File: config.mk
export PLATFORM = sky130hd
export DESIGN_NAME = i2c_master_register_access_flat
export DESIGN_NICKNAME = d
export VERILOG_FILES = /design/src/sv/i2cm_pkg.sv /design/src/sv/i2cm_req_if.sv /design/src/sv/i2cm_rsp_if.sv /design/src/sv/i2c_master_register_access.sv /design/src/flat_wrapper.sv
export SDC_FILE = /design/constraint.sdc
export NUM_CORES = 1
export LEC_CHECK = 0
export BUFFER_PORTS_ARGS = -buffer_cell sky130_fd_sc_hd__buf_4
export CORE_UTILIZATION = 50
export CTS_CLUSTER_DIAMETER = 150
export DETAILED_ROUTE_END_ITERATION = 10
export PLACE_DENSITY = 0.82
export SETUP_SLACK_MARGIN = 0.3
export SKIP_CTS_REPAIR_TIMING = 1
export SYNTH_ARGS = -nofsm -noshare
export SYNTH_HDL_FRONTEND = slang
export SYNTH_SLANG_ARGS = --single-unit
File: constraint.sdc
create_clock -name clock -period 4 [get_ports clock]
set_input_delay 0.4 -clock clock [delete_from_list [all_inputs] [get_ports clock]]
set_output_delay 0.4 -clock clock [all_outputs]
set_load 0.03 [all_outputs]
File: src/sv/i2cm_pkg.sv
// Shared types and codes of the I2C master register-access engine.
package i2cm_pkg;

   localparam int AckTimeoutWidth = 16;
   localparam int RegAddrWidth    = 16;
   localparam int CsrIndexWidth   = 1;

   // Configuration register indexes.
   localparam logic [CsrIndexWidth-1:0] CsrAckTimeout = 1'd0;
   localparam logic [CsrIndexWidth-1:0] CsrWideRegAddr = 1'd1;

   // Operation codes.
   localparam logic [1:0] OpProbe   = 2'd0;
   localparam logic [1:0] OpRead    = 2'd1;
   localparam logic [1:0] OpWrite   = 2'd2;
   localparam logic [1:0] OpRecover = 2'd3;

   typedef enum logic [4:0] {
      PhaseIdle    = 5'd0,
      PhaseStart   = 5'd1,
      PhaseAddrW   = 5'd2,
      PhaseAck1    = 5'd3,
      PhaseRegHi   = 5'd4,
      PhaseAck2    = 5'd5,
      PhaseRegLo   = 5'd6,
      PhaseAck3    = 5'd7,
      PhaseStopMid = 5'd8,
      PhaseStart2  = 5'd9,
      PhaseAddrR   = 5'd10,
      PhaseAck4    = 5'd11,
      PhaseRead    = 5'd12,
      PhaseStop    = 5'd13,
      PhaseData    = 5'd14,
      PhaseAck5    = 5'd15,
      PhaseNack    = 5'd16,
      PhaseRstop   = 5'd17
   } phase_type;

   typedef struct packed {
      logic                    command_valid;
      logic [1:0]              operation;
      logic [6:0]              device_address;
      logic [RegAddrWidth-1:0] register_address;
      logic [7:0]              write_byte;
      logic                    sda_sample;
   } req_type;

   typedef struct packed {
      logic       scl_level;
      logic       sda_level;
      logic       sda_drive_enable;
      logic       busy_res;
      logic       done_res;
      logic       status;
      logic [7:0] read_byte;
   } rsp_type;

   typedef struct packed {
      logic [1:0]              operation;
      logic [6:0]              device_address;
      logic [RegAddrWidth-1:0] register_address;
      logic [7:0]              write_byte;
   } cmd_type;

   typedef struct packed {
      logic oe;
      logic sda;
      logic scl;
   } line_type;

endpackage

File: src/sv/i2cm_req_if.sv
// Request channel interface: one bus tick per beat.
interface i2cm_req_if;
   logic               valid;
   logic               ready;
   i2cm_pkg::req_type  data;

   modport source (output valid, output data, input ready);
   modport sink   (input valid, input data, output ready);
endinterface

File: src/sv/i2cm_rsp_if.sv
// Response channel interface: bus drive and status per beat.
interface i2cm_rsp_if;
   logic               valid;
   logic               ready;
   i2cm_pkg::rsp_type  data;

   modport source (output valid, output data, input ready);
   modport sink   (input valid, input data, output ready);
endinterface

File: src/sv/i2c_master_register_access.sv
// I2C master register-access engine, one bus delay tick per request beat.
//
//   channel   dir  handshake          payload
//   req_bus   in   valid/ready        command fields and sampled SDA
//   rsp_bus   out  valid/ready        SCL/SDA drive, busy, done, status, read byte
//   csr_*     in   write enable only  ack_timeout (0), wide_register_address (1)
//
// Every request beat yields exactly one response beat in the next cycle; a new
// beat is taken every cycle unless stalled. The sequencer state and the response
// register are updated together, so the rate is set by the single next-state pass.
// Reset is synchronous: bus released (SCL low, SDA high, driven), idle.
// While a response waits for rsp_bus.ready, drop req_bus.ready and hold all
// state; a beat taken the same cycle the response leaves keeps full rate.
module i2c_master_register_access #(
   parameter int RECOVER_CLOCKS = 10
) (
   input  logic                                   clock,
   input  logic                                   reset,
   i2cm_req_if.sink                               req_bus,
   i2cm_rsp_if.source                             rsp_bus,
   input  logic                                   csr_write_enable,
   input  logic [i2cm_pkg::CsrIndexWidth-1:0]     csr_index,
   input  logic [i2cm_pkg::AckTimeoutWidth-1:0]   csr_write_data
);

   localparam int RcW = $clog2(RECOVER_CLOCKS + 1);

   // Configuration registers.
   logic [i2cm_pkg::AckTimeoutWidth-1:0] ack_timeout_ff;
   logic                                 wide_reg_ff;

   // Sequencer state.
   i2cm_pkg::phase_type                  phase_ff, phase_in;
   logic [1:0]                           sub_ff, sub_in;
   logic [2:0]                           bit_ff, bit_in;
   logic [7:0]                           shift_ff, shift_in;
   logic [i2cm_pkg::AckTimeoutWidth-1:0] timeout_ff, timeout_in;
   i2cm_pkg::cmd_type                    cmd_ff, cmd_in;
   logic [7:0]                           received_ff, received_in;
   i2cm_pkg::line_type                   lines_ff, lines_in;
   logic [RcW-1:0]                       recover_ff, recover_in;
   logic                                 status_ff, status_in;
   logic                                 wide_latched_ff, wide_latched_in;

   // Response register.
   logic                                 rsp_valid_ff;
   i2cm_pkg::rsp_type                    rsp_data_ff, rsp_data_in;

   // Tick results shared with the output block.
   logic                                 busy;
   logic                                 done;
   i2cm_pkg::line_type                   line_tick;

   logic                                 accept;

   assign req_bus.ready = !rsp_valid_ff || rsp_bus.ready;
   assign accept        = req_bus.valid && req_bus.ready;
   assign rsp_bus.valid = rsp_valid_ff;
   assign rsp_bus.data  = rsp_data_ff;

   // Next state: optional command start, then one sequencer step.
   always_comb begin : next_state
      i2cm_pkg::phase_type                  phase_cur;
      i2cm_pkg::phase_type                  enter_phase;
      logic                                 enter_en;
      logic [1:0]                           sub_cur;
      logic [2:0]                           bit_cur;
      logic [i2cm_pkg::AckTimeoutWidth-1:0] timeout_cur;
      i2cm_pkg::cmd_type                    cmd_cur;
      logic                                 status_cur;
      logic [RcW-1:0]                       recover_cur;
      logic [RcW-1:0]                       recover_inc;
      logic                                 wide_cur;

      phase_cur   = phase_ff;
      sub_cur     = sub_ff;
      bit_cur     = bit_ff;
      timeout_cur = timeout_ff;
      cmd_cur     = cmd_ff;
      status_cur  = status_ff;
      recover_cur = recover_ff;
      wide_cur    = wide_latched_ff;

      // Latch a command only when idle; ignore it otherwise.
      if (phase_ff == i2cm_pkg::PhaseIdle && req_bus.data.command_valid) begin
         cmd_cur.operation        = req_bus.data.operation;
         cmd_cur.device_address   = req_bus.data.device_address;
         cmd_cur.register_address = req_bus.data.register_address;
         cmd_cur.write_byte       = req_bus.data.write_byte;
         status_cur  = 1'b0;
         recover_cur = '0;
         wide_cur    = wide_reg_ff;
         phase_cur   = (req_bus.data.operation == i2cm_pkg::OpRecover) ?
                       i2cm_pkg::PhaseNack : i2cm_pkg::PhaseStart;
         sub_cur     = 2'd0;
         bit_cur     = 3'd0;
         timeout_cur = ack_timeout_ff;
      end

      busy = (phase_cur != i2cm_pkg::PhaseIdle);

      phase_in        = phase_cur;
      sub_in          = sub_cur;
      bit_in          = bit_cur;
      timeout_in      = timeout_cur;
      shift_in        = shift_ff;
      cmd_in          = cmd_cur;
      status_in       = status_cur;
      recover_in      = recover_cur;
      wide_latched_in = wide_cur;
      received_in     = received_ff;
      lines_in        = lines_ff;
      enter_en        = 1'b0;
      enter_phase     = phase_cur;
      recover_inc     = recover_cur + RcW'(1);
      done            = 1'b0;

      if (busy) begin
         unique case (phase_cur)
            i2cm_pkg::PhaseStart,
            i2cm_pkg::PhaseStart2: begin
               if (sub_cur == 2'd0) begin
                  lines_in.sda = 1'b0;
                  lines_in.oe  = 1'b1;
                  sub_in       = 2'd1;
               end else begin
                  lines_in.scl = 1'b0;
                  enter_en     = 1'b1;
                  enter_phase  = (phase_cur == i2cm_pkg::PhaseStart) ?
                                 i2cm_pkg::PhaseAddrW : i2cm_pkg::PhaseAddrR;
               end
            end
            i2cm_pkg::PhaseAddrW,
            i2cm_pkg::PhaseRegHi,
            i2cm_pkg::PhaseRegLo,
            i2cm_pkg::PhaseAddrR,
            i2cm_pkg::PhaseData: begin
               if (sub_cur == 2'd0) begin
                  lines_in.sda = shift_ff[7];
                  lines_in.oe  = 1'b1;
                  sub_in       = 2'd1;
               end else if (sub_cur == 2'd1) begin
                  lines_in.scl = 1'b1;
                  sub_in       = 2'd2;
               end else begin
                  lines_in.scl = 1'b0;
                  shift_in     = {shift_ff[6:0], 1'b0};
                  if (bit_cur == 3'd7) begin
                     enter_en = 1'b1;
                     unique case (phase_cur)
                        i2cm_pkg::PhaseAddrW: enter_phase = i2cm_pkg::PhaseAck1;
                        i2cm_pkg::PhaseRegHi: enter_phase = i2cm_pkg::PhaseAck2;
                        i2cm_pkg::PhaseRegLo: enter_phase = i2cm_pkg::PhaseAck3;
                        i2cm_pkg::PhaseAddrR: enter_phase = i2cm_pkg::PhaseAck4;
                        default:              enter_phase = i2cm_pkg::PhaseAck5;
                     endcase
                  end else begin
                     bit_in = bit_cur + 3'd1;
                     sub_in = 2'd0;
                  end
               end
            end
            i2cm_pkg::PhaseAck1,
            i2cm_pkg::PhaseAck2,
            i2cm_pkg::PhaseAck3,
            i2cm_pkg::PhaseAck4,
            i2cm_pkg::PhaseAck5: begin
               if (sub_cur == 2'd0) begin
                  lines_in.oe = 1'b0;
                  sub_in      = 2'd1;
               end else if (sub_cur == 2'd1) begin
                  sub_in = 2'd2;
               end else if (sub_cur == 2'd2) begin
                  // Poll SDA with SCL high until ACK or the timeout runs out.
                  lines_in.scl = 1'b1;
                  if (!req_bus.data.sda_sample) begin
                     sub_in = 2'd3;
                  end else if (timeout_cur != '0) begin
                     timeout_in = timeout_cur - i2cm_pkg::AckTimeoutWidth'(1);
                  end else begin
                     status_in = 1'b1;
                     sub_in    = 2'd3;
                  end
               end else if (bit_cur == 3'd0) begin
                  lines_in.scl = 1'b0;
                  bit_in       = 3'd1;
               end else if (bit_cur == 3'd1) begin
                  lines_in.oe = 1'b1;
                  bit_in      = 3'd2;
               end else begin
                  lines_in.sda = 1'b0;
                  enter_en     = 1'b1;
                  // A missing ACK always ends with a stop.
                  if (status_cur) begin
                     enter_phase = i2cm_pkg::PhaseStop;
                  end else begin
                     unique case (phase_cur)
                        i2cm_pkg::PhaseAck1: begin
                           if (cmd_cur.operation == i2cm_pkg::OpProbe)
                              enter_phase = i2cm_pkg::PhaseStop;
                           else if (wide_cur)
                              enter_phase = i2cm_pkg::PhaseRegHi;
                           else
                              enter_phase = i2cm_pkg::PhaseRegLo;
                        end
                        i2cm_pkg::PhaseAck2: enter_phase = i2cm_pkg::PhaseRegLo;
                        i2cm_pkg::PhaseAck3: begin
                           enter_phase = (cmd_cur.operation == i2cm_pkg::OpRead) ?
                                         i2cm_pkg::PhaseStopMid : i2cm_pkg::PhaseData;
                        end
                        i2cm_pkg::PhaseAck4: enter_phase = i2cm_pkg::PhaseRead;
                        default:             enter_phase = i2cm_pkg::PhaseStop;
                     endcase
                  end
               end
            end
            i2cm_pkg::PhaseRead: begin
               if (sub_cur == 2'd0) begin
                  lines_in.sda = 1'b1;
                  lines_in.oe  = 1'b1;
                  sub_in       = 2'd1;
               end else if (sub_cur == 2'd1) begin
                  lines_in.oe  = 1'b0;
                  lines_in.scl = 1'b1;
                  shift_in     = {shift_ff[6:0], req_bus.data.sda_sample};
                  sub_in       = 2'd2;
               end else begin
                  lines_in.scl = 1'b0;
                  if (bit_cur == 3'd7) begin
                     enter_en    = 1'b1;
                     enter_phase = i2cm_pkg::PhaseStop;
                  end else begin
                     bit_in = bit_cur + 3'd1;
                     sub_in = 2'd1;
                  end
               end
            end
            i2cm_pkg::PhaseStopMid,
            i2cm_pkg::PhaseStop: begin
               if (sub_cur == 2'd0) begin
                  lines_in.scl = 1'b1;
                  lines_in.oe  = 1'b1;
                  sub_in       = 2'd1;
               end else begin
                  lines_in.sda = 1'b1;
                  if (phase_cur == i2cm_pkg::PhaseStopMid) begin
                     enter_en    = 1'b1;
                     enter_phase = i2cm_pkg::PhaseStart2;
                  end else begin
                     done = 1'b1;
                  end
               end
            end
            i2cm_pkg::PhaseNack: begin
               if (sub_cur == 2'd0) begin
                  lines_in.sda = 1'b1;
                  lines_in.oe  = 1'b0;
                  sub_in       = 2'd1;
               end else if (sub_cur == 2'd1) begin
                  lines_in.scl = 1'b1;
                  sub_in       = 2'd2;
               end else begin
                  lines_in.scl = 1'b0;
                  recover_in   = recover_inc;
                  if (recover_inc >= RcW'(RECOVER_CLOCKS)) begin
                     enter_en    = 1'b1;
                     enter_phase = i2cm_pkg::PhaseRstop;
                  end else begin
                     sub_in = 2'd0;
                  end
               end
            end
            i2cm_pkg::PhaseRstop: begin
               if (sub_cur == 2'd0) begin
                  lines_in.scl = 1'b1;
                  sub_in       = 2'd1;
               end else begin
                  lines_in.sda = 1'b1;
                  done         = 1'b1;
               end
            end
            default: begin
               phase_in = i2cm_pkg::PhaseIdle;
            end
         endcase
      end

      // Phase entry: clear counters, reload the timeout, load the next byte.
      if (enter_en) begin
         phase_in   = enter_phase;
         sub_in     = 2'd0;
         bit_in     = 3'd0;
         timeout_in = ack_timeout_ff;
         unique case (enter_phase)
            i2cm_pkg::PhaseAddrW: shift_in = {cmd_cur.device_address, 1'b0};
            i2cm_pkg::PhaseRegHi: shift_in = cmd_cur.register_address[15:8];
            i2cm_pkg::PhaseRegLo: shift_in = cmd_cur.register_address[7:0];
            i2cm_pkg::PhaseAddrR: shift_in = {cmd_cur.device_address, 1'b1};
            i2cm_pkg::PhaseData:  shift_in = cmd_cur.write_byte;
            default:              shift_in = shift_in;
         endcase
      end

      if (done && cmd_cur.operation == i2cm_pkg::OpRead && !status_in) begin
         received_in = shift_in;
      end

      // The response shows the lines before the driver is re-enabled.
      line_tick = lines_in;
      if (done) begin
         phase_in    = i2cm_pkg::PhaseIdle;
         sub_in      = 2'd0;
         bit_in      = 3'd0;
         lines_in.oe = 1'b1;
      end
   end

   // Response payload for this tick.
   always_comb begin : outputs
      rsp_data_in.scl_level        = line_tick.scl;
      rsp_data_in.sda_level        = line_tick.sda;
      rsp_data_in.sda_drive_enable = line_tick.oe;
      rsp_data_in.busy_res         = busy;
      rsp_data_in.done_res         = done;
      rsp_data_in.status           = status_in;
      rsp_data_in.read_byte        = received_in;
   end

   // Configuration writes.
   always_ff @(posedge clock) begin
      if (reset) begin
         ack_timeout_ff <= i2cm_pkg::AckTimeoutWidth'(255);
         wide_reg_ff    <= 1'b0;
      end else if (csr_write_enable) begin
         unique case (csr_index)
            i2cm_pkg::CsrAckTimeout:  ack_timeout_ff <= csr_write_data;
            i2cm_pkg::CsrWideRegAddr: wide_reg_ff    <= csr_write_data[0];
            default: ;
         endcase
      end
   end

   // Sequencer state: advance once per accepted beat.
   always_ff @(posedge clock) begin
      if (reset) begin
         phase_ff        <= i2cm_pkg::PhaseIdle;
         sub_ff          <= 2'd0;
         bit_ff          <= 3'd0;
         shift_ff        <= 8'd0;
         timeout_ff      <= '0;
         cmd_ff          <= '0;
         received_ff     <= 8'd0;
         lines_ff        <= '{oe: 1'b1, sda: 1'b1, scl: 1'b0};
         recover_ff      <= '0;
         status_ff       <= 1'b0;
         wide_latched_ff <= 1'b0;
      end else if (accept) begin
         phase_ff        <= phase_in;
         sub_ff          <= sub_in;
         bit_ff          <= bit_in;
         shift_ff        <= shift_in;
         timeout_ff      <= timeout_in;
         cmd_ff          <= cmd_in;
         received_ff     <= received_in;
         lines_ff        <= lines_in;
         recover_ff      <= recover_in;
         status_ff       <= status_in;
         wide_latched_ff <= wide_latched_in;
      end
   end

   // Response register: load on accept, drop valid once taken.
   always_ff @(posedge clock) begin
      if (reset) begin
         rsp_valid_ff <= 1'b0;
      end else if (accept) begin
         rsp_valid_ff <= 1'b1;
      end else if (rsp_bus.ready) begin
         rsp_valid_ff <= 1'b0;
      end
   end

   always_ff @(posedge clock) begin
      if (accept) begin
         rsp_data_ff <= rsp_data_in;
      end
   end

endmodule

File: src/flat_wrapper.sv
// flat-port wrapper written by rule: the top's interface ports become plain ports
module i2c_master_register_access_flat 
#(
   parameter int RECOVER_CLOCKS = 10
)
  (clock, reset, csr_write_enable, csr_index, csr_write_data, req_bus_valid, req_bus_data, req_bus_ready, rsp_bus_valid, rsp_bus_data, rsp_bus_ready);
  i2cm_req_if req_bus_i ();
  i2cm_rsp_if rsp_bus_i ();
  input  logic clock;
  input  logic reset;
  input  logic csr_write_enable;
  input  logic [i2cm_pkg::CsrIndexWidth-1:0] csr_index;
  input  logic [i2cm_pkg::AckTimeoutWidth-1:0] csr_write_data;
  input wire logic [$bits(req_bus_i.valid)-1:0] req_bus_valid;
  input wire logic [$bits(req_bus_i.data)-1:0] req_bus_data;
  output wire logic [$bits(req_bus_i.ready)-1:0] req_bus_ready;
  output wire logic [$bits(rsp_bus_i.valid)-1:0] rsp_bus_valid;
  output wire logic [$bits(rsp_bus_i.data)-1:0] rsp_bus_data;
  input wire logic [$bits(rsp_bus_i.ready)-1:0] rsp_bus_ready;
  assign req_bus_i.valid = req_bus_valid;
  assign req_bus_i.data = req_bus_data;
  assign req_bus_ready = req_bus_i.ready;
  assign rsp_bus_valid = rsp_bus_i.valid;
  assign rsp_bus_data = rsp_bus_i.data;
  assign rsp_bus_i.ready = rsp_bus_ready;
  i2c_master_register_access #(.RECOVER_CLOCKS(RECOVER_CLOCKS)) u_core (.clock(clock), .reset(reset), .req_bus(req_bus_i), .rsp_bus(rsp_bus_i), .csr_write_enable(csr_write_enable), .csr_index(csr_index), .csr_write_data(csr_write_data));
endmodule
==> summary.md <==
| Metric | Value |
|---|---|
| Avg Cell Area, Syn | 7.53 µm² |
| Yosys cell types | 85 |
| Main synth FF type | dfxtp_1 |
| Tmin final | 3.64 ns |
| Final period utilization | 0.910 |
| WP data required | 4.18 ns |
| Clock slew at reported path FFs | 0.05 ns |
| R2r worst-path depth | 13 |
| Ports | 73 |
| DR top layer | met4 |
| Largest net degree at the start of global routing | 57 |
| DR WL/cell | 18.9 µm |
| Place WS | 0.195 ns |
| CTS tree | done |
| Total Routing Usage GR | 0.308 |
| Startpoint Class | register |
| Port Buf Inserts | 72 |
| R2R Setup Slk | 0.36 ns |
| Worst VDD drop | 0.000316 V |
| Skew final | 0.0183 ns |
| Metal3 WL | 2050 µm |
| Top cell type's share of synthesized area | 0.282 |
| CTS root buf | clkbuf_16 |
| Pwr per Cell Area | 372 nW/µm² |
| Initial Utilization | 0.517 |
| Drt drc | 0 |
| Final Hold Violating Endpoints | 0 |
| Area grow syn2layout | 18.9% |
| Routed WL | 22700 µm |
| FFs w/ async S/R, synth | 0 |
| Die height | 122 µm |
| Crit path to | u_core.rsp_bus.data[3] |
| Number of flops mapped to enable cells by yosys | 14 |
| Final setup fails | 0 |
| Commonest cells after routing, fill and taps aside | 202 x nand2_1, 105 x a21oi_1, 103 x buf_4, 102 x dfxtp_1, 71 x nor2_1 |
| DP HPWL | 15500 µm |
| Rel. slew slack | 0.354 |
| Reg-to-reg startpoint | u_core.phase_ff[0] |
| Kind of critical path | register to register |
| TritonCTS buffer count | 17 |
| 1st-iter DRT viols | 870 |
| Final WS setup | 0.361 ns |
| Grt ovf | 0 |
| Post-synth top area cell | dfxtp_1 |
| Cells after Synth | 960 |
| Initial antenna violation count | 0 |
| Max frequency | 275 MHz |
| M1 WL | 10100 µm |
| Leak pwr | 0.00323 µW |
| Fin Setup TNS | 0 ns |
| GPL Wtd Cong | 0.996 |
| Die Area | 14900 µm² |
| Core area | 14000 µm² |
| Vias in the first global route | 6800 |
| Share of layout cells above drive strength 1 | 0.189 |
| #FFs+latches synth | 116 |
| Setup crit end kind | register |
| Drt via density | 6.31 |
| Register area share after synthesis | 0.341 |
| Multi-input gate area | 4510 µm² |
| Reg area | 2460 µm² |
| Min Hold Slack | 0.184 ns |
| Remaining antenna violation count | 0 |
| First-pass GRT wire length | 35700 µm |
| Critical Path Fanout Max | 13 |
| Total number of vias | 7608 |
| Clock sink count | 116 |
| ANT cells | 0 |
| Die span in x | 122 µm |
| RSZ-0062 raised after global routing | true |
| CP arrival | 3.82 ns |
| Fin area | 8590 µm² |
| Fill count | 1239 |
| CTS HTree Levels | 4 |
| Dpl cell area | 8000 µm² |
| Finished Core Util | 0.614 |
| Met2 routed WL | 10100 µm |
| Status | finished clean |
| Synthesis Warnings | 0 |
| Detailed-router iteration count before antenna repair | 8 |
| Critical Path Source | u_core.phase_ff[0] |
| Synth Net Count | 1023 |
| Post-Syn Area | 7230 µm² |
| Fin nets | 1076 |
| Most common cell after layout, fill and taps aside | nand2_1 |
| Clk buf depth | 2 |
| Worst min-delay path category | primary input to register |
| Area contributors post-synth | dfxtp_1 28%, nand2_1 11%, a21oi_1 7.3%, edfxtp_1 5.8%, nor2_1 3.7% |
| Worst Tran Pin Value | 0.967 ns |
| Max Cap Violations | 0 |
| FP Rows | 43 |
| Worst skew pair latency | 0.43 ns |
| Reg-to-reg endpoint | u_core.rsp_bus.data[3] |
| Final-report max-slew violation count | 0 |
## cells in the mapped netlist (all sizes together), types with 8 or more instances
library cell  number
inv               17
o211ai            12
clkbuf            46
a32oi              9
nand2            207
nand2b             9
buf               23
nor4              16
a41oi              9
and2               8
mux2i             20
nor3              32
mux2              17
nor2              75
a31o               9
and3               9
a31oi             12
or4               13
a21oi            106
dfxtp            102
edfxtp            14
nand3             27
o21ai             50
a211oi            12
## routing by layer
metal | up-vias | global-route usage
met4 | 0 | 0.106
met3 | 59 | 0.0678
li1 | 3593 | -
met1 | 3562 | 0.431
met5 | - | 0
met2 | 394 | 0.465
## critical path: stages (launching register included)
cell      delay (ns)
dfxtp_1         0.33
nor4_4          0.32
nand2_2         0.17
nand2_2         0.15
ha_2            0.23
o21ba_4         0.20
nor2_1          0.09
a41o_1          0.31
o31a_1          0.30
buf_4           0.18
o211ai_4        0.34
and3_4          0.33
a41oi_2         0.16
mux2_2          0.30
## report_power, final
group          internal (µW)  leakage [µW]  switching [µW]
logic                    176       0.00199             298
clock network            906      0.000267             541
registers               1230      0.000970            43.0
total                   2310       0.00323             882
## sequential cells by signal, indices dropped and copies added, names as in the netlist
name and count:
u_core.bit_ff 3, u_core.shift_ff 8, u_core.status_ff 1, u_core.sub_ff 2, u_core.phase_ff 5, u_core.recover_ff 4
u_core.ack_timeout_ff 16, u_core.wide_latched_ff 1, u_core.rsp_bus.data 14, u_core.lines_ff 3, u_core.rsp_bus.valid 1, u_core.wide_reg_ff 1
u_core.cmd_ff 33, u_core.timeout_ff 16, u_core.received_ff 8
## area by class of cell
| type | instances | area share |
|---|---|---|
| clock buffers | 25 | 0.0566 |
| clock inverters | 7 | 0.00815 |
| inverters | 17 | 0.00742 |
| multi-input cells | 758 | 0.525 |
| flip-flops and latches | 116 | 0.287 |
| well taps | 180 | 0.0262 |
| repair buffers | 103 | 0.0900 |
## how the worst min path moves through the flow
stage | depth (start not counted) | to | slack [ns] | start
floorplan | 2 | u_core.cmd_ff[16] | 0.44 | u_core.cmd_ff[16]
global placement | 2 | u_core.cmd_ff[1] | 0.44 | u_core.cmd_ff[1]
detailed placement | 2 | u_core.cmd_ff[29] | 0.45 | u_core.cmd_ff[29]
CTS | 3 | u_core.ack_timeout_ff[4] | 0.18 | csr_write_data[4]
global route | 3 | u_core.ack_timeout_ff[5] | 0.19 | csr_write_data[5]
finish | 3 | u_core.ack_timeout_ff[4] | 0.18 | csr_write_data[4]
## through the flow
stage | std cells | total power (µW)
floorplan | 960 | 1600
global placement | 1173 | 1750
detailed placement | 1173 | 1750
CTS | 1205 | 3190
global route | 1206 | 3310
finish | 1206 | 3190
## cells by family after synthesis
group | synth area share
flops | 0.341
compound gates | 0.256
buf+inv | 0.0511
mux | 0.0542
xor+xnor | 0.00121
simple gates | 0.286
fa+ha+maj | 0.0104
(Power assumes the default switching activity.)
